**src/rtl/ps2_set1_scancode_decoder_assert.svh**
```systemverilog
// Assertion macros for the PS/2 set 1 scan code decoder.
// Depends on a clock named aclk and an active-low reset named aresetn in scope.
`ifndef PS2_SET1_SCANCODE_DECODER_ASSERT_SVH
`define PS2_SET1_SCANCODE_DECODER_ASSERT_SVH

// Clocked check, disabled while reset is asserted
`define PS2S1_ASSERT_CLK(label, prop, msg) \
    label: assert property (@(posedge aclk) disable iff (!aresetn) prop) else $error(msg);

// Clocked check that also holds during reset
`define PS2S1_ASSERT_ALWAYS(label, prop, msg) \
    label: assert property (@(posedge aclk) prop) else $error(msg);

`endif

```
**src/rtl/ps2s1_pkg.sv**
```systemverilog
// Shared types, constants and key lookup functions for the set 1 decoder.
// No dependencies; imported by ps2s1_decode, ps2s1_out_stage and the top module.
package ps2s1_pkg;

    localparam logic [7:0] SCAN_PREFIX_EXT   = 8'hE0;
    localparam logic [7:0] SCAN_PREFIX_PAUSE = 8'hE1;

    localparam logic [6:0] KEY_UNKNOWN = 7'd0;
    localparam logic [6:0] KEY_LCTRL   = 7'd29;
    localparam logic [6:0] KEY_LSHIFT  = 7'd42;
    localparam logic [6:0] KEY_RSHIFT  = 7'd54;
    localparam logic [6:0] KEY_LALT    = 7'd55;
    localparam logic [6:0] KEY_CAPS    = 7'd57;
    localparam logic [6:0] KEY_RCTRL   = 7'd70;
    localparam logic [6:0] KEY_RALT    = 7'd71;

    typedef enum logic [1:0] {
        PFX_NONE   = 2'd0,
        PFX_EXT    = 2'd1,
        PFX_PAUSE1 = 2'd2,
        PFX_PAUSE2 = 2'd3
    } prefix_t;

    typedef struct packed {
        logic lshift;
        logic rshift;
        logic lctrl;
        logic rctrl;
        logic lalt;
        logic ralt;
        logic caps;
    } flags_t;

    typedef struct packed {
        logic [6:0] key_code;
        logic       released;
        logic [7:0] raw_byte;
        flags_t     flags;
    } event_t;

    function automatic logic [6:0] normal_key(input logic [6:0] c);
        unique case (c) inside
            [7'h01:7'h36]: return c;
            [7'h38:7'h44]: return c - 7'd1;
            7'h57:         return 7'd68;
            7'h58:         return 7'd69;
            default:       return KEY_UNKNOWN;
        endcase
    endfunction

    function automatic logic [6:0] extended_key(input logic [6:0] c);
        unique case (c)
            7'h1C:   return 7'd28;
            7'h1D:   return 7'd70;
            7'h35:   return 7'd53;
            7'h38:   return 7'd71;
            7'h47:   return 7'd72;
            7'h48:   return 7'd73;
            7'h49:   return 7'd74;
            7'h4B:   return 7'd75;
            7'h4D:   return 7'd76;
            7'h4F:   return 7'd77;
            7'h50:   return 7'd78;
            7'h51:   return 7'd79;
            7'h52:   return 7'd80;
            7'h53:   return 7'd81;
            default: return KEY_UNKNOWN;
        endcase
    endfunction

endpackage

```
**src/rtl/ps2s1_in_stage.sv**
```systemverilog
// Input register for incoming scan bytes.
// Depends on nothing but the clock and reset.
module ps2s1_in_stage (
    input  logic       aclk,
    input  logic       aresetn,
    input  logic       s_valid,
    output logic       s_ready,
    input  logic [7:0] s_scan_byte,
    input  logic       out_free,
    output logic       in_fire,
    output logic [7:0] in_byte
);

    logic       vld_reg;
    logic       vld_next;
    logic [7:0] byte_reg;
    logic       take;

    assign s_ready  = !vld_reg || out_free;
    assign take     = s_valid && s_ready;
    assign in_fire  = vld_reg && out_free;
    assign in_byte  = byte_reg;

    always_comb begin
        vld_next = vld_reg;
        if (take) begin
            vld_next = 1'b1;
        end else if (in_fire) begin
            vld_next = 1'b0;
        end
    end

    always_ff @(posedge aclk) begin
        if (!aresetn) begin
            vld_reg <= 1'b0;
        end else begin
            vld_reg <= vld_next;
        end
    end

    always_ff @(posedge aclk) begin
        if (take) begin
            byte_reg <= s_scan_byte;
        end
    end

endmodule

```
**src/rtl/ps2s1_decode.sv**
```systemverilog
// Prefix state machine, modifier flags and key lookup.
// Depends on ps2s1_pkg and the assertion macro header.
`include "ps2_set1_scancode_decoder_assert.svh"

module ps2s1_decode (
    input  logic            aclk,
    input  logic            aresetn,
    input  logic            in_fire,
    input  logic [7:0]      in_byte,
    output logic            evt_valid,
    output ps2s1_pkg::event_t evt
);
    import ps2s1_pkg::*;

    prefix_t    prefix_reg;
    prefix_t    prefix_next;
    flags_t     flags_reg;
    flags_t     flags_next;
    logic [6:0] code;
    logic [6:0] key;
    logic       held;

    assign code = in_byte[6:0];
    assign held = !in_byte[7];
    assign key  = (prefix_reg == PFX_EXT) ? extended_key(code) : normal_key(code);

    always_comb begin
        prefix_next = prefix_reg;
        flags_next  = flags_reg;
        evt_valid   = 1'b0;
        if (in_fire) begin
            unique case (prefix_reg)
                PFX_NONE: begin
                    if (in_byte == SCAN_PREFIX_EXT) begin
                        prefix_next = PFX_EXT;
                    end else if (in_byte == SCAN_PREFIX_PAUSE) begin
                        prefix_next = PFX_PAUSE1;
                    end else begin
                        evt_valid = 1'b1;
                        unique case (key)
                            KEY_LSHIFT: flags_next.lshift = held;
                            KEY_RSHIFT: flags_next.rshift = held;
                            KEY_LCTRL:  flags_next.lctrl  = held;
                            KEY_LALT:   flags_next.lalt   = held;
                            KEY_CAPS:   flags_next.caps   = flags_reg.caps ^ held;
                            default:    ;
                        endcase
                    end
                end
                PFX_EXT: begin
                    // any byte ends the extended prefix, even another prefix
                    prefix_next = PFX_NONE;
                    evt_valid   = 1'b1;
                    unique case (key)
                        KEY_RCTRL: flags_next.rctrl = held;
                        KEY_RALT:  flags_next.ralt  = held;
                        default:   ;
                    endcase
                end
                PFX_PAUSE1: prefix_next = PFX_PAUSE2;
                PFX_PAUSE2: prefix_next = PFX_NONE;
                default:    prefix_next = PFX_NONE;
            endcase
        end
    end

    always_comb begin
        evt.key_code = key;
        evt.released = in_byte[7];
        evt.raw_byte = in_byte;
        evt.flags    = flags_next;
    end

    always_ff @(posedge aclk) begin
        if (!aresetn) begin
            prefix_reg <= PFX_NONE;
            flags_reg  <= '0;
        end else begin
            prefix_reg <= prefix_next;
            flags_reg  <= flags_next;
        end
    end

    `PS2S1_ASSERT_CLK(a_flags_hold_idle, !in_fire |=> $stable(flags_reg),
        "modifier flags changed without a transaction")
    `PS2S1_ASSERT_CLK(a_pause_swallow,
        in_fire && prefix_reg == PFX_PAUSE1 |-> !evt_valid ##1 prefix_reg == PFX_PAUSE2,
        "pause sequence byte not swallowed")
    `PS2S1_ASSERT_CLK(a_caps_toggle,
        in_fire && !(evt_valid && key == KEY_CAPS && held && prefix_reg == PFX_NONE)
            |=> flags_reg.caps == $past(flags_reg.caps),
        "caps lock changed without a caps press")

endmodule

```
**src/rtl/ps2s1_out_stage.sv**
```systemverilog
// Result register holding one decoded key event for the output channel.
// Depends on ps2s1_pkg.
module ps2s1_out_stage (
    input  logic              aclk,
    input  logic              aresetn,
    input  logic              load,
    input  ps2s1_pkg::event_t evt,
    output logic              out_free,
    output logic              m_valid,
    input  logic              m_ready,
    output ps2s1_pkg::event_t m_evt
);
    import ps2s1_pkg::*;

    logic   vld_reg;
    logic   vld_next;
    event_t evt_reg;

    assign out_free = !vld_reg || m_ready;
    assign m_valid  = vld_reg;
    assign m_evt    = evt_reg;

    always_comb begin
        vld_next = vld_reg;
        if (load) begin
            vld_next = 1'b1;
        end else if (m_ready) begin
            vld_next = 1'b0;
        end
    end

    always_ff @(posedge aclk) begin
        if (!aresetn) begin
            vld_reg <= 1'b0;
        end else begin
            vld_reg <= vld_next;
        end
    end

    always_ff @(posedge aclk) begin
        if (load) begin
            evt_reg <= evt;
        end
    end

endmodule

```
**src/rtl/ps2_set1_scancode_decoder.sv**
```systemverilog
// PS/2 scan code set 1 decoder: one byte per transaction, at most one key event.
// A byte that completes an event passes the input register, then the result register, before it shows on m_valid.
// Throughput: one byte per cycle while m_ready is high; set by the single decode pass
// between the input register and the result register.
// Reset (aresetn, synchronous): clears prefix state, all modifier flags and both stages.
// Depends on ps2s1_pkg, ps2s1_in_stage, ps2s1_decode and ps2s1_out_stage.
module ps2_set1_scancode_decoder (
    input  logic       aclk,
    input  logic       aresetn,
    input  logic       s_valid,
    output logic       s_ready,
    input  logic [7:0] s_scan_byte,
    output logic       m_valid,
    input  logic       m_ready,
    output logic [6:0] m_key_code,
    output logic       m_released,
    output logic [7:0] m_raw_byte,
    output logic       m_left_shift_held,
    output logic       m_right_shift_held,
    output logic       m_left_ctrl_held,
    output logic       m_right_ctrl_held,
    output logic       m_left_alt_held,
    output logic       m_right_alt_held,
    output logic       m_caps_lock_on
);
    import ps2s1_pkg::*;

    logic       out_free;
    logic       in_fire;
    logic [7:0] in_byte;
    logic       evt_valid;
    event_t     evt;
    event_t     m_evt;

    ps2s1_in_stage u_in (
        .aclk        (aclk),
        .aresetn     (aresetn),
        .s_valid     (s_valid),
        .s_ready     (s_ready),
        .s_scan_byte (s_scan_byte),
        .out_free    (out_free),
        .in_fire     (in_fire),
        .in_byte     (in_byte)
    );

    ps2s1_decode u_dec (
        .aclk      (aclk),
        .aresetn   (aresetn),
        .in_fire   (in_fire),
        .in_byte   (in_byte),
        .evt_valid (evt_valid),
        .evt       (evt)
    );

    ps2s1_out_stage u_out (
        .aclk     (aclk),
        .aresetn  (aresetn),
        .load     (evt_valid),
        .evt      (evt),
        .out_free (out_free),
        .m_valid  (m_valid),
        .m_ready  (m_ready),
        .m_evt    (m_evt)
    );

    assign m_key_code         = m_evt.key_code;
    assign m_released         = m_evt.released;
    assign m_raw_byte         = m_evt.raw_byte;
    assign m_left_shift_held  = m_evt.flags.lshift;
    assign m_right_shift_held = m_evt.flags.rshift;
    assign m_left_ctrl_held   = m_evt.flags.lctrl;
    assign m_right_ctrl_held  = m_evt.flags.rctrl;
    assign m_left_alt_held    = m_evt.flags.lalt;
    assign m_right_alt_held   = m_evt.flags.ralt;
    assign m_caps_lock_on     = m_evt.flags.caps;

endmodule

```
**config.mk**
```make
export PLATFORM = sky130hd
export DESIGN_NAME = ps2_set1_scancode_decoder
export DESIGN_NICKNAME = d
export VERILOG_FILES = /design/src/rtl/ps2s1_pkg.sv /design/src/rtl/ps2s1_in_stage.sv /design/src/rtl/ps2s1_decode.sv /design/src/rtl/ps2s1_out_stage.sv /design/src/rtl/ps2_set1_scancode_decoder.sv
export VERILOG_INCLUDE_DIRS = /design/src /design/src/rtl
export SDC_FILE = /design/constraint.sdc
export NUM_CORES = 1
export LEC_CHECK = 0
export ABC_AREA = 0
export BUFFER_PORTS_ARGS = -buffer_cell sky130_fd_sc_hd__buf_4
export CORE_ASPECT_RATIO = 1.5
export CORE_UTILIZATION = 35
export DETAILED_ROUTE_END_ITERATION = 7
export PLACE_DENSITY_LB_ADDON = 0.08
export SLEW_MARGIN = 20
export SYNTH_ARGS = -nofsm -noshare
export SYNTH_HDL_FRONTEND = slang
export SYNTH_SLANG_ARGS = --single-unit
```
**constraint.sdc**
```tcl
create_clock -name aclk -period 3.4 [get_ports aclk]
set_input_delay 0.17 -clock aclk [delete_from_list [all_inputs] [get_ports aclk]]
set_output_delay 0.17 -clock aclk [all_outputs]
set_load 0.05 [all_outputs]
```
After elaboration in Yosys (flattened, before gate mapping)

Cells that the tools add are included.

Magnitude comparators: 4
Reductions and logical operators: 14
Bitwise operators: 1
Multiplexer cells: 33
$add $sub $neg: 1
Equal/unequal tests: 29

Operator list:

| cell                | number |
|---|---|
| $eq 7x7->1 const B  | 14 |
| $pmux 7 s14         | 1 |
| $eq 7x6->1 const B  | 6 |
| $pmux 7 s4          | 1 |
| $mux 1              | 22 |
| $eq 7x5->1 const B  | 3 |
| $eq 8x8->1 const B  | 2 |
| $mux 7              | 2 |
| $mux 3              | 3 |
| $ge 7x1->1 const B  | 1 |
| $ge 7x6->1 const B  | 1 |
| $le 7x6->1 const B  | 1 |
| $le 7x7->1 const B  | 1 |
| $sub 7x1->7 const B | 1 |
| $pmux 2 s3          | 1 |
| $eq 2x2->1 const B  | 2 |
| $logic_and 1x1->1   | 4 |
| $mux 2              | 2 |
| $reduce_bool 2->1   | 2 |
| $logic_not 1->1     | 3 |
| $ne 3x1->1 const B  | 1 |
| $eq 2x1->1 const B  | 1 |
| $logic_not 2->1     | 1 |
| $logic_or 1x1->1    | 2 |
| other kinds (4)     | 4 |

Output and inout port bits: 25
Logic and storage cells: 103
Bits of input ports: 12
Flip-flop bits (word level): 42

Longest topological paths before layout

Gate-level depths: netlist of run 1.

Depth after elaboration: 10
Mapped depth: 11
Mapped depth without buffers: 10

By module

A second synthesis of run 1 with hierarchy kept.

Cells, all modules: 216
Area total of the unflattened synthesis: 2504.9 sq um

Modules (own cells, without submodules):

| module          | times used | cells an instance | area each (sq um) |
|---|---|---|---|
| ps2s1_decode    | 1          | 175               | 1460.2 |
| ps2s1_out_stage | 1          | 27                | 739.5 |
| ps2s1_in_stage  | 1          | 14                | 305.3 |

Worst setup path before layout of run 1

Ideal clock, no wire load.

Path type: register -> register
From: register u_in.byte_reg[0], in the netlist u_in.in_byte[0]
To: register u_out.evt_reg (netlist bit u_out.m_evt[0]) (enable)
Required time: 2.969 ns
Stages on the path, launching flop included: 8
Clock period less this slack: 3.285 ns
Setup slack: 0.115 ns
Arrival: 2.854 ns
Path through: edfxtp_1 -> inv_1 -> ha_1 -> buf_2 -> nor2_1 -> o41a_1 -> nor2_1 -> nor3_1

Cells in the longest elaborated chain, start to end: 5

RTL lines:

| item                   | RTL line                        | text |
|---|---|---|
| start, declared        | ps2s1_in_stage.sv:16            | `logic [7:0] byte_reg;` |
| start signal, assigned | ps2s1_in_stage.sv:43            | `byte_reg <= s_scan_byte;` |
| $eq 8x8->1             | ps2s1_decode.sv:36              | `end else if (in_byte == SCAN_PREFIX_PAUSE) begin` |
| $mux 1                 | ps2s1_decode.sv:36              |  |
| $mux 1 *               | ps2s1_decode.sv:34              | `if (in_byte == SCAN_PREFIX_EXT) begin` |
| $pmux 1 s2 *           | ps2s1_decode.sv:32              | `unique case (prefix_reg)` |
| $mux 1 *               | ps2s1_decode.sv:31              | `if (in_fire) begin` |
| net evt_valid          | ps2_set1_scancode_decoder.sv:31 | `logic evt_valid;` |
| end signal, assigned   | ps2s1_out_stage.sv:42           | `evt_reg <= evt;` |
| end, declared          | ps2s1_out_stage.sv:17           | `event_t evt_reg;` |

The timed path passes the listed nets; every way through them passes the cells marked *.
A chain may end at the register's enable or synchronous reset.

==> impl_metrics.env, run 1 <==
export IMPL_fp_dieW_um=69.7
export IMPL_pin_count=37
export IMPL_rrSetupSlack_ns=0.30
export IMPL_cts_resized=0
export IMPL_syn_area_mm2=0.00241
export IMPL_clkTransAtPathRegs_ns=0.08
export IMPL_root_buffer="clkbuf_8"
export IMPL_syn_avg_cell_area_um2=10.8
export IMPL_worst_r2r_path_depth=9
export IMPL_p_clk_frac=0.321
export IMPL_critPathMaxFanout=11
export IMPL_cp_data_required_time_ns=3.43
export IMPL_drt_total_wl_um=5890
export IMPL_yosys_area_top_type_share=0.374
export IMPL_clk_latency_ns=0.30
export IMPL_cts_buffers=5
export IMPL_fin_crit_ns=3.10
export IMPL_synth_top_cells_by_count="30 x edfxtp_1, 21 x nand2_1, 17 x nor2_1"
export IMPL_synth_nets=238
export IMPL_ir_drop_mv=0.201
export IMPL_seq_area_frac_synth=0.466
export IMPL_rr_startpoint="u_in.in_byte[0]"
export IMPL_power_frac_seq=0.524
export IMPL_intPower_uw=807
export IMPL_met1_usage=0.195
export IMPL_skew_ns=0.00785
export IMPL_startpoint_type="flip-flop"
export IMPL_wl_per_cell_um=17.7
export IMPL_outcome="completed"
export IMPL_crit_arrival_ns=3.13
export IMPL_die_area_mm2=0.00722
export IMPL_fin_setup_tns_ns=0
export IMPL_async_flop_share=0
export IMPL_slew_headroom=0.464
export IMPL_clock_sinks=41
export IMPL_gp_congestion=0.865
export IMPL_drt_iter0_drc=183
export IMPL_antenna_cells=0
export IMPL_p_switching_uw=317
export IMPL_power_density_mw_per_mm2=402
export IMPL_grt_max_degree=25
export IMPL_rows=36
export IMPL_drc=0
export IMPL_combinationalPowerShare=0.155
export IMPL_path_class="reg2reg"
export IMPL_grtUsageMet3=0.0243
export IMPL_yosys_register_bits=41
export IMPL_vias=1857
export IMPL_cts_setup_buffers=0
export IMPL_portBuffers=36
export IMPL_hold_class="in2reg"
export IMPL_drive_gt1_frac=0.261
export IMPL_syn_to_final_growth_pct=16.2
export IMPL_synth_ff_type="edfxtp_1"
export IMPL_r2r_end="u_out.m_evt[6]"
export IMPL_yosysTopAreaCell="edfxtp_1"
export IMPL_grt_busiest_layer="met2"
export IMPL_nets=272
export IMPL_htreeDepth=2
export IMPL_grt_antenna_before_repair=0
export IMPL_power_leakage_nw=1.04
export IMPL_worstSetupEndpointType="flip-flop"
export IMPL_grt_pass1_wl_um=9530
export IMPL_yosys_warnings=0
export IMPL_die_height_um=104
export IMPL_holdBufCountCts=0
export IMPL_drv_slew=0
export IMPL_postSynthCellCount=222
export IMPL_drt_pass1_iterations=4
export IMPL_tightest_slew_ns=0.804
export IMPL_ant_nets=0
export IMPL_cts_tree="yes"
export IMPL_core_area_mm2=0.00658
export IMPL_avgViaCountPerCell=5.58
export IMPL_postPlaceCellArea_mm2=0.00270
export IMPL_synthTopCellsByArea="edfxtp_1 37%, dfxtp_1 9.2%, mux2i_1 5.4%, nand2_1 3.3%, nor2_1 2.7%"
export IMPL_overflow=0
export IMPL_worstSetupStartpoint="u_in.in_byte[0]"
export IMPL_grt_pass1_vias=1784
export IMPL_setup_viol=0
export IMPL_met2_usage=0.304
export IMPL_synth_most_common_cell="edfxtp_1"
export IMPL_max_freq_mhz=322
export IMPL_largest_reg_flops=22
export IMPL_fin_crit_sh=0.913
export IMPL_hold_violations=0
export IMPL_critical_path_endpoint="u_out.m_evt[6]"
export IMPL_initial_core_util=0.366
export IMPL_final_cell_area_mm2=0.00280
export IMPL_synth_cell_type_count=64
export IMPL_clk_path_buf_depth=2
export IMPL_rsz0062_at_grt="no"
export IMPL_grtUsageTotal=0.169
export IMPL_cap_violations=0
export IMPL_sw_frac_of_total=0.282
export IMPL_synth_edf_count=30
export IMPL_hpwlAfterDp_um=4270
==> cell usage in the layout, fill, tap and decap left out, types with 2 or more instances in the layout <==
cell / count
inv_1: 10
nand4_1: 2
nand4b_1: 3
a21o_1: 2
ha_1: 4
nand3_1: 5
edfxtp_1: 30
a211oi_1: 3
o21a_1: 2
nand2b_1: 8
buf_4: 40
clkbuf_8: 5
nor2b_1: 3
nor2_1: 17
mux2i_1: 13
o21ai_0: 7
nor3_2: 3
nor3_1: 6
dfxtp_1: 11
nand3b_1: 6
and2_1: 2
a31oi_1: 2
nand2_1: 21
a2bb2oi_1: 2
and3b_1: 2
a21oi_1: 9
nor4_2: 2
==> critical path, stage by stage (launching register included) <==
cell	delay (ns)
edfxtp_1	0.55
inv_1	0.14
ha_1	0.35
a2bb2oi_1	0.18
o211a_1	0.26
a2111oi_2	0.36
a32oi_1	0.23
or2_0	0.27
nor4_2	0.37
mux2i_1	0.14
==> power by group through the flow <==
stage / clock [mW] / combinational (mW) / sequential (mW)
3_3_place_gp: 0 / 0.174 / 0.601
4_1_cts: 0.368 / 0.175 / 0.589
6_report: 0.361 / 0.174 / 0.589
2_1_floorplan: 0 / 0.0975 / 0.625
5_1_grt: 0.391 / 0.186 / 0.593
3_5_place_dp: 0 / 0.174 / 0.600
==> worst min-delay path by stage <==
| stage | startpoint | to | slack [ns] | cells past startpoint |
|---|---|---|---|---|
| floorplan | s_scan_byte[0] | u_in.in_byte[0] | 0.27 | 0 |
| global placement | s_scan_byte[4] | u_in.in_byte[4] | 0.35 | 1 |
| detailed placement | s_scan_byte[4] | u_in.in_byte[4] | 0.35 | 1 |
| CTS | s_scan_byte[4] | u_in.in_byte[4] | 0.04 | 1 |
| global route | s_scan_byte[4] | u_in.in_byte[4] | 0.03 | 1 |
| finish | s_scan_byte[4] | u_in.in_byte[4] | 0.04 | 1 |
==> cell type report <==
type / instances / area (um^2)
clock buffers: 7 / 97.6
clock inverters: 1 / 3.75
fillers: 647 / 3780
inverters: 11 / 41.3
multi-input cells: 157 / 1140
flip-flops and latches: 41 / 1120
well taps: 76 / 95.1
repair buffers: 40 / 300
==> metrics by stage <==
step / worst slack (ns) / power [mW] / instances / hold slack [ns] / util
6_report: 0.296 / 1.12 / 333 / 0.0414 / 0.425
5_1_grt: 0.133 / 1.17 / 333 / 0.0328 / 0.425
4_1_cts: 0.302 / 1.13 / 333 / 0.0396 / 0.425
3_5_place_dp: 0.357 / 0.775 / 325 / 0.349 / 0.410
3_3_place_gp: 0.459 / 0.775 / 325 / 0.348 / 0.410
2_1_floorplan: 0.115 / 0.722 / 222 / 0.269 / -
==> per-layer routing <==
| layer | wire length (um) | part of all wire |
|---|---|---|
| met5 | 0 | 0 |
| met4 | 165 | 0.028 |
| met3 | 184 | 0.031 |
| met2 | 3180 | 0.54 |
| met1 | 2360 | 0.40 |
==> cells by family (layout without fill, tap and decap cells) <==
kind of cell,count (synthesis),count (layout),share of synthesized area
adder cells (fa/ha/maj),4,4,0.0208
buffers and inverters,24,59,0.0634
flip-flops,41,41,0.466
multiplexers,13,13,0.0541
AND/OR/NAND/NOR,95,95,0.251
AO/OA/AOI/OAI,45,45,0.145
Power figures use the tool's default switching activity.
==> inputs of run 2 (changes only) <==
--- a/config.mk
+++ b/config.mk
@@ -9,7 +9,8 @@
 export ABC_AREA = 0
 export BUFFER_PORTS_ARGS = -buffer_cell sky130_fd_sc_hd__buf_4
 export CORE_ASPECT_RATIO = 1.5
-export CORE_UTILIZATION = 35
+export CORE_UTILIZATION = 51
+export CTS_CLUSTER_DIAMETER = 80
 export DETAILED_ROUTE_END_ITERATION = 7
 export PLACE_DENSITY_LB_ADDON = 0.08
 export SLEW_MARGIN = 20
==> impl_metrics.env, run 2 (synthesized netlist as in run 1, its figures left out) <==
export IMPL_die_height_um=86.1
export IMPL_critPathTopFamily="compound AO/OA/AOI/OAI gates"
export IMPL_clkTransAtPathRegs_ns=0.09
export IMPL_fillers=395
export IMPL_grt_pass1_wl_um=8690
export IMPL_drv_slew=0
export IMPL_fp_dieW_um=58.1
export IMPL_worstSetupEndpointType="flip-flop"
export IMPL_clk_latency_ns=0.30
export IMPL_die_area_mm2=0.00500
export IMPL_instances_no_fill=324
export IMPL_nets=275
export IMPL_grt_max_degree=25
export IMPL_drc=0
export IMPL_rsz0062_at_grt="no"
export IMPL_hold_violations=0
export IMPL_drive_gt1_frac=0.277
export IMPL_crit_chain="inv_1, ha_1, a2bb2oi_1, o211a_1, a2111oi_2, a32oi_1, or2_0, nor4_2, mux2i_1"
export IMPL_fin_crit_sh=0.915
export IMPL_startpoint_type="flip-flop"
export IMPL_drt_iter0_drc=105
export IMPL_drt_total_wl_um=5340
export IMPL_portBuffers=36
export IMPL_cp_num_buf_inv=1
export IMPL_clock_sinks=41
export IMPL_slew_headroom=0.467
export IMPL_grt_antenna_before_repair=0
export IMPL_hold_class="in2reg"
export IMPL_ir_drop_mv=0.347
export IMPL_core_area_mm2=0.00454
export IMPL_gp_congestion=0.833
export IMPL_critPathMaxFanout=10
export IMPL_fin_crit_ns=3.11
export IMPL_path_class="reg2reg"
export IMPL_cap_violations=0
export IMPL_grt_pass1_vias=1725
export IMPL_layout_common_cells="43 x buf_4, 30 x edfxtp_1, 21 x nand2_1"
export IMPL_power_density_mw_per_mm2=394
export IMPL_power_leakage_nw=1.05
export IMPL_pin_count=37
export IMPL_antenna_cells=0
export IMPL_clk_path_buf_depth=2
export IMPL_vias=1841
export IMPL_avgViaCountPerCell=5.68
export IMPL_final_common_cell="buf_4"
export IMPL_rrSetupSlack_ns=0.29
export IMPL_rows=30
export IMPL_holdBufCountCts=0
export IMPL_crit_arrival_ns=3.14
export IMPL_htreeDepth=2
export IMPL_cts_buffers=5
export IMPL_root_buffer="clkbuf_8"
export IMPL_skew_ns=0.00814
export IMPL_setup_viol=0
export IMPL_initial_core_util=0.530
export IMPL_hpwlAfterDp_um=3890
export IMPL_max_freq_mhz=321
export IMPL_fin_setup_tns_ns=0
export IMPL_tightest_slew_ns=0.800
export IMPL_overflow=0
export IMPL_outcome="completed"
export IMPL_drt_pass1_iterations=4
export IMPL_ant_nets=0
export IMPL_place_inst=312
export IMPL_largest_reg_flops=22
export IMPL_grtUsageTotal=0.232
export IMPL_syn_to_final_growth_pct=16.3
export IMPL_slowest_delay_ns=0.52
export IMPL_cts_tree="yes"
export IMPL_wl_per_cell_um=16.5
export IMPL_cp_data_required_time_ns=3.43
export IMPL_slowest_stage="edfxtp_1"
[run 2: worst paths after layout]
kind | start | end | depth (start not counted)
worst max register to register | u_in.in_byte[1] | u_out.m_evt[6] | 9
worst min register to register | u_dec.flags_reg[1] | u_dec.flags_reg[1] | 2
worst min-delay path | s_scan_byte[1] | u_in.in_byte[1] | 1
worst max-delay path | u_in.in_byte[1] | u_out.m_evt[6] | 9
[run 2: what timing repair did]
action                     CTS  global route
gates resized for setup      0             0
buffers inserted             0             4
setup endpoints to repair    0             1
[run 2: report_power, final]
part           total, mW  switching, mW  internal [mW]
registers          0.588         0.0301          0.558
logic              0.173          0.110         0.0629
clock network      0.341          0.176          0.165
[run 2: cell type report]
type                       count  area [um^2]  area share
sequential                    41         1120       0.401
inverter                      11         41.3      0.0148
clock inverter                 2         13.8     0.00492
multi-input combinational    157         1140       0.406
timing repair buffer          43          323       0.115
clock buffer                   6         82.6      0.0295
tap                           64         80.1      0.0286
[run 2: metal layers]
layer,global-route usage,vias up,part of all wire
met3,0.0407,11,0.042
li1,-,896,-
met5,0,-,0
met4,0.128,0,0.028
met2,0.388,57,0.53
met1,0.279,877,0.40
[run 2: stage by stage]
step                power [mW]  hold slack (ns)  setup slack (ns)  cell area [um^2]  utilization
floorplan                0.722            0.269             0.115              2410            -
global placement         0.770            0.348             0.219              2670        0.588
detailed placement       0.770            0.349             0.211              2670        0.588
CTS                       1.11           0.0338             0.212              2770        0.610
global route              1.15           0.0262            0.0197              2800        0.616
finish                    1.10           0.0393             0.287              2800        0.616
[run 2: worst reg2reg max path, stage by stage, from the launching register on]
cell and delay [ns]:
edfxtp_1 0.52, inv_1 0.14, ha_1 0.33, a2bb2oi_1 0.19
o211a_1 0.26, a2111oi_2 0.35, a32oi_1 0.23, or2_0 0.28
nor4_2 0.41, mux2i_1 0.14
